[config.mk]
export PLATFORM = sky130hd
export DESIGN_NAME = afpe_front
export DESIGN_NICKNAME = d
export VERILOG_FILES = /design/src/rtl/core/afpe_pkg.sv /design/src/rtl/core/afpe_front.sv
export SDC_FILE = /design/constraint.sdc
export NUM_CORES = 1
export LEC_CHECK = 0
export ABC_AREA = 1
export BUFFER_PORTS_ARGS = -buffer_cell sky130_fd_sc_hd__buf_2
export CORE_ASPECT_RATIO = 0.75
export CORE_MARGIN = 5
export CORE_UTILIZATION = 53
export DETAILED_ROUTE_END_ITERATION = 16
export GPL_ROUTABILITY_DRIVEN = 1
export GPL_TIMING_DRIVEN = 0
export PLACE_DENSITY = 0.85
export SYNTH_ARGS = -nofsm -noshare
export SYNTH_HDL_FRONTEND = slang
export SYNTH_SLANG_ARGS = --single-unit
[constraint.sdc]
create_clock -name clk -period 12.9 [get_ports clk]
set_input_delay 2.58 -clock clk [delete_from_list [all_inputs] [get_ports clk]]
set_output_delay 2.58 -clock clk [all_outputs]
set_load 0.01 [all_outputs]
[src/rtl/core/afpe_pkg.sv]
// afpe_pkg: shared types and constants of the alloc/free pair eliminator
// used by afpe_front, afpe_back and the top level
package afpe_pkg;
  localparam logic       CMD_RECORD = 1'b0;
  localparam logic       CMD_FLUSH  = 1'b1;
  localparam logic [0:0] REG_LIMIT  = 1'b0;
  localparam logic [0:0] REG_MAXREC = 1'b1;
  localparam logic [31:0] FREE_MARK = 32'hFFFF_FFFF;
  localparam logic [5:0]  LIMIT_RESET  = 6'd32;
  localparam logic [31:0] MAXREC_RESET = 32'd5000000;
  // event counts and slots, enough for up to 64 buffered events
  localparam int CNT_W = 7;

  typedef struct packed {
    logic [63:0] address;
    logic [30:0] stamp;
    logic [31:0] size;
    logic [30:0] trace;
  } event_t;

  // front to back: store an event, run a compaction over count events, or both
  typedef struct packed {
    logic             store;
    logic             compact;
    logic [CNT_W-1:0] slot;
    logic [CNT_W-1:0] count;
    event_t           ev;
  } job_t;
endpackage

[src/rtl/core/afpe_front.sv]
// afpe_front: accepts input words, drops records while stopped, tracks fill,
// decides when a compaction is due and queues jobs; depends on afpe_pkg
module afpe_front import afpe_pkg::*; #(
  parameter int BUFFER_DEPTH = 32
) (
  input  logic        clk,
  input  logic        rst,
  input  logic        in_valid,
  output logic        in_ready,
  input  logic        in_command,
  input  event_t      in_ev,
  input  logic [5:0]  limit,
  input  logic        clear_fill,
  input  logic        hold,
  input  logic        stopped,
  input  logic        back_done,
  output logic        empty,
  output logic        job_valid,
  input  logic        job_ready,
  output job_t        job
);
  logic [CNT_W-1:0] fill;
  logic [CNT_W-1:0] fill_inc;
  logic [CNT_W-1:0] eff_limit;
  logic             cmp_out;
  job_t             q [2];
  logic             wp, rp;
  logic [1:0]       qcnt;
  logic             acc, push, pop;
  job_t             new_job;

  // while a compaction is outstanding the stop flag may still change
  assign in_ready = (qcnt != 2'd2) && !cmp_out && !hold;
  assign acc = in_valid && in_ready;
  assign fill_inc = fill + CNT_W'(1);
  assign job_valid = (qcnt != 2'd0);
  assign job = q[rp];
  assign pop = job_valid && job_ready;
  assign empty = (qcnt == 2'd0);

  always_comb begin
    if (limit == 6'd0) eff_limit = CNT_W'(1);
    else if ({1'b0, limit} > CNT_W'(BUFFER_DEPTH)) eff_limit = CNT_W'(BUFFER_DEPTH);
    else eff_limit = {1'b0, limit};
  end

  always_comb begin
    new_job = '0;
    new_job.ev = in_ev;
    new_job.slot = fill;
    push = 1'b0;
    if (acc) begin
      if (in_command == CMD_FLUSH) begin
        push = 1'b1;
        new_job.compact = 1'b1;
        new_job.count = fill;
      end else if (!stopped) begin
        push = 1'b1;
        new_job.store = 1'b1;
        new_job.compact = (fill_inc >= eff_limit);
        new_job.count = fill_inc;
      end
    end
  end

  always_ff @(posedge clk) begin
    if (rst) begin
      fill <= '0;
      cmp_out <= 1'b0;
      wp <= 1'b0;
      rp <= 1'b0;
      qcnt <= 2'd0;
    end else begin
      if (clear_fill || (push && new_job.compact)) fill <= '0;
      else if (push) fill <= fill_inc;
      if (push && new_job.compact) cmp_out <= 1'b1;
      else if (back_done) cmp_out <= 1'b0;
      if (push) wp <= !wp;
      if (pop) rp <= !rp;
      qcnt <= qcnt + {1'b0, push} - {1'b0, pop};
    end
  end

  always_ff @(posedge clk) begin
    if (push) q[wp] <= new_job;
  end
endmodule

==> results.md <==
Run status:
- The flow ran to the end, and the final reports show no timing, DRC or antenna violations.

Finish:
- The area growth from synthesis to layout is 25.5%.
- The finished cells cover 17000 um2.
- The post-route netlist has 55.7% of its cells at a drive strength greater than 1.
- After the last flow step, the layout net total stands at 1267.
- The count of filler cells inserted in the layout is 1613.
- The non-filler instance count after layout is 1450.

Setup path:
- In this run the worst setup path begins at hold.
- Across all register-to-register paths, the minimum setup slack is 10.18 ns.
- Together, buffers and inverters on the worst path number 2.
- The endpoint required time on the critical path is 10.32 ns.
- The most numerous cell type found on the critical path is buf_2.
- The largest stage delay on the critical path is 0.13 ns.
- At the worst endpoint, the arrival time is 3.05 ns.
- Measured in cells, the most critical reg-to-reg path has a length of 8.
- The critical path's top delay family is buffers and inverters.
- The critical path depth is 4.
- The standard cell with the maximum stage delay on the critical path is o21a_1.
- The worst register-to-register path begins at cmp_out.
- Along the worst path, the maximum fanout reaches 2.
- The setup path with the least slack is of type input port to output port.
- Traced cell by cell, the critical path runs through buf_2, nor2_4, o21a_1, buf_2.
- The type of origin of the critical path is an input port.
- The worst setup path is captured at an output port.
- The capture point of the worst reg-to-reg path is q[1][94].

GRT:
- The first global-routing pass estimated 43500 um of wire.
- The via count of the first global-routing pass came to 7972.
- For this run, global-route usage on met1 was measured as 23.5%.
- The initial antenna violation count was 6.
- The global-route total usage across every layer is 19.2%.
- The pin count of the biggest net entering global routing is 35.
- The total overflow left after global routing is 0.
- The global routing met3 resource utilization is 5.48%.
- For met2 alone, demand over resource in global routing was 33.5%.
- In this run the most used layer during global routing was met2.

Clocking:
- The number of gates resized after CTS was 0.
- The number of buffers inserted to repair setup after CTS is 0.
- The H-tree was split into 2 levels.
- The total clock buffers created by CTS is 35.
- The clock insertion delay at the later pin of the skew report is 0.50 ns.
- The post-CTS clock slew at the launch and capture registers of the worst setup and hold paths is 0.06 ns.
- The cts-stage hold buffer count is 0.
- TritonCTS built the clock tree.
- The clock tree root buffer cell is clkbuf_16.
- The buffer depth of the longest clock path is 3.
- The clock net in this run drives a total of 361 sinks.

Flow run:
- The max-cap check violation count is 0.

STA:
- The number of pins with negative max-slew slack in the final report is 0.
- Setup violations remaining at the end of the flow were counted as 0.
- Counting I/O delays and the setup requirement, the final critical path takes 5.63 ns.
- The transition at the pin with the smallest max-transition slack is 0.678 ns.
- Setup repair after global routing left no endpoint under its margin.
- The worst setup skew after layout is 0.0135 ns.
- For this run, the top clock speed supported by timing is 178 MHz.
- Dividing the final minimum period by the clock period gives 43.6%.
- The hold violation total from the final report was 0.
- Headroom to the max-slew limit came out at 54.7%.
- The aggregate negative setup slack is 0 ns.

Synth:
- Ranked by total cell area, the synthesized netlist is headed by edfxtp_1 77%, mux2_2 14%, dfxtp_1 1.9%, nand2_1 0.94%, ha_1 0.83%.
- The synthesized design contains 348 enable-type register cells.
- The count of warnings emitted by yosys is 0.
- The most instantiated library cell after synthesis is edfxtp_1.
- The register bit count reported by yosys is 361.
- In the synthesized netlist, the number of instances is 690.
- The share of synthesized area occupied by flip-flops and latches is 79.2%.
- The average cell area after synthesis is 19.6 um2.
- The cell area after technology mapping is 13500 um2.
- The fraction of synthesis flops using an asynchronous set or reset pin is 0%.
- The fraction of post-synthesis cell area in the top cell type by area is 77.3%.
- After synthesis, the netlist uses 35 different library cells.
- When the netlist entered floorplanning its net count stood at 872.
- By count the netlist is led by 348 x edfxtp_1, 174 x mux2_2, 34 x nand2_1.
- In the synthesized netlist the dominant register cell turns out to be edfxtp_1.
- The cell accounting for the most synthesized area is edfxtp_1.

Routing:
- The first routing iteration left 392 violations.
- Once detail routing completed, the nets flagged for antenna violations numbered 0.
- The vias after detailed routing is 7446.
- The pre-antenna-repair detailed-routing pass consisted of 4 iterations.
- For this run, design rule violations remaining after detail routing come to 0.
- After detailed routing, the number of vias per cell comes to 5.14.
- The routed length per placed instance is 19.8 um.
- The total length of routed wires is 28800 um.

Power:
- The analysis attributes to net switching a power of 0.729 mW.
- The power density over the cells is 171 nW/um2.
- The maximum VDD drop is 0.147 mV.
- Of the total power, the share spent switching nets is 25.1%.
- The total internal power is 2.18 mW.
- Combinational cells account for 20.2% of the total power.
- The clock network is responsible for 32.4% of the overall power.
- The power share of the sequential group is 47.4%.
- In this run the static leakage power is 6.37 nW.

Floorplan:
- From left edge to right edge, the die measures 194 um.
- 350 I/O pins were placed.
- The core region is 25000 um2.
- The overall die area is 28900 um2.
- In this run the core area contains 50 standard-cell rows.
- The initial utilization of the core area, before any placement, comes to 54.1%.
- The die is 148 um tall.

Worst hold path:
- The worst hold path belongs to the class flop to flop.
- The worst hold path startpoint is rp.
- Along the worst hold path, the cell count comes to 2.

Placement:
- After legalization and detailed placement, the total HPWL measured 20400 um.
- The number of buffers added on ports is 348.
- Counting tap cells, the placed design contains a total of 1386 instances.
- After detailed placement, the total cell area comes to 15900 um2.
- Routability-driven placement finished with a final weighted congestion of 0.819.
==> layout make-up <==
cell class	instances	area [um2]	share of cell area, %
diodes	5	12.5	0.0737
plain buffers	21	113	0.663
clock buffers	46	970	5.71
clock inverters	13	86.3	0.509
inverters	25	93.8	0.553
multi-input cells	283	2630	15.5
flip-flops and latches	361	10700	63.1
well taps	338	423	2.49
repair buffers	358	1940	11.4
==> state kept, by name (all words and copies together), names as in the netlist, named ones only <==
signal	cells
q	348
qcnt	2
fill	7
rp	1
wp	1
cmp_out	1
==> worst max-delay path by stage <==
stage	slack, ns	to
2_1_floorplan	1.79	q[1][0]
3_3_place_gp	-2.16	q[1][81]
3_5_place_dp	7.26	in_ready
4_1_cts	7.26	in_ready
5_1_grt	7.24	in_ready
6_report	7.27	in_ready
==> cell families after synthesis <==
kind of cell	Yosys count	synth area share, %
AND/OR/NAND/NOR	72	2.47
AO/OA/AOI/OAI	23	1.18
flip-flops	361	79.2
buffers and inverters	46	1.53
adder cells (fa/ha/maj)	9	0.833
multiplexers	174	14.5
XOR/XNOR	5	0.324
==> routing by layer <==
metal	part of all wire [%]	vias up	wire length, um
met5	0.073	-	21
met1	38	3644	10900
met2	51	297	14600
met3	8.3	56	2390
met4	2.8	4	799
li1	-	3445	-
==> worst reg2reg max path, cell delays in order (launching register included) <==
cell,delay [ns]
dfxtp_1,0.33
nor2_4,0.14
o211ai_4,0.14
a21oi_4,0.28
inv_2,0.14
nor2_4,0.55
buf_12,0.30
buf_12,0.26
buf_12,0.25
==> placed cells by master (no fill, tap or decap), drive strengths merged, types with 3 or more instances in the layout <==
cell    count
buf       378
edfxtp    348
mux2      174
clkbuf     47
nand2      38
inv        25
nor2       24
dfxtp      13
a21oi      13
clkinv     12
ha          9
diode       5
xor2        5
o21ai       5
nand3       3
nor3        3
==> power groups by stage <==
| stage | Sequential (mW) | Clock [mW] | Combinational, mW |
|---|---|---|---|
| finish | 1.38 | 0.942 | 0.589 |
| global route | 1.38 | 1.03 | 0.634 |
| CTS | 1.38 | 0.966 | 0.600 |
| detailed placement | 1.40 | 0 | 0.595 |
| global placement | 1.43 | 0 | 0.572 |
| floorplan | 1.42 | 0 | 0.349 |
==> per-stage QoR <==
stage / total power [mW] / util [%] / setup slack, ns / hold WS [ns]
global placement: 2.00 / 62.7 / -2.16 / 0.468
finish: 2.91 / 67.8 / 7.27 / 0.503
global route: 3.04 / 67.8 / 7.24 / 0.517
detailed placement: 2.00 / 63.6 / 7.26 / 0.492
floorplan: 1.77 / - / 1.79 / 0.454
CTS: 2.95 / 67.8 / 7.26 / 0.498
Note: power is estimated with default switching activity, not from simulation.
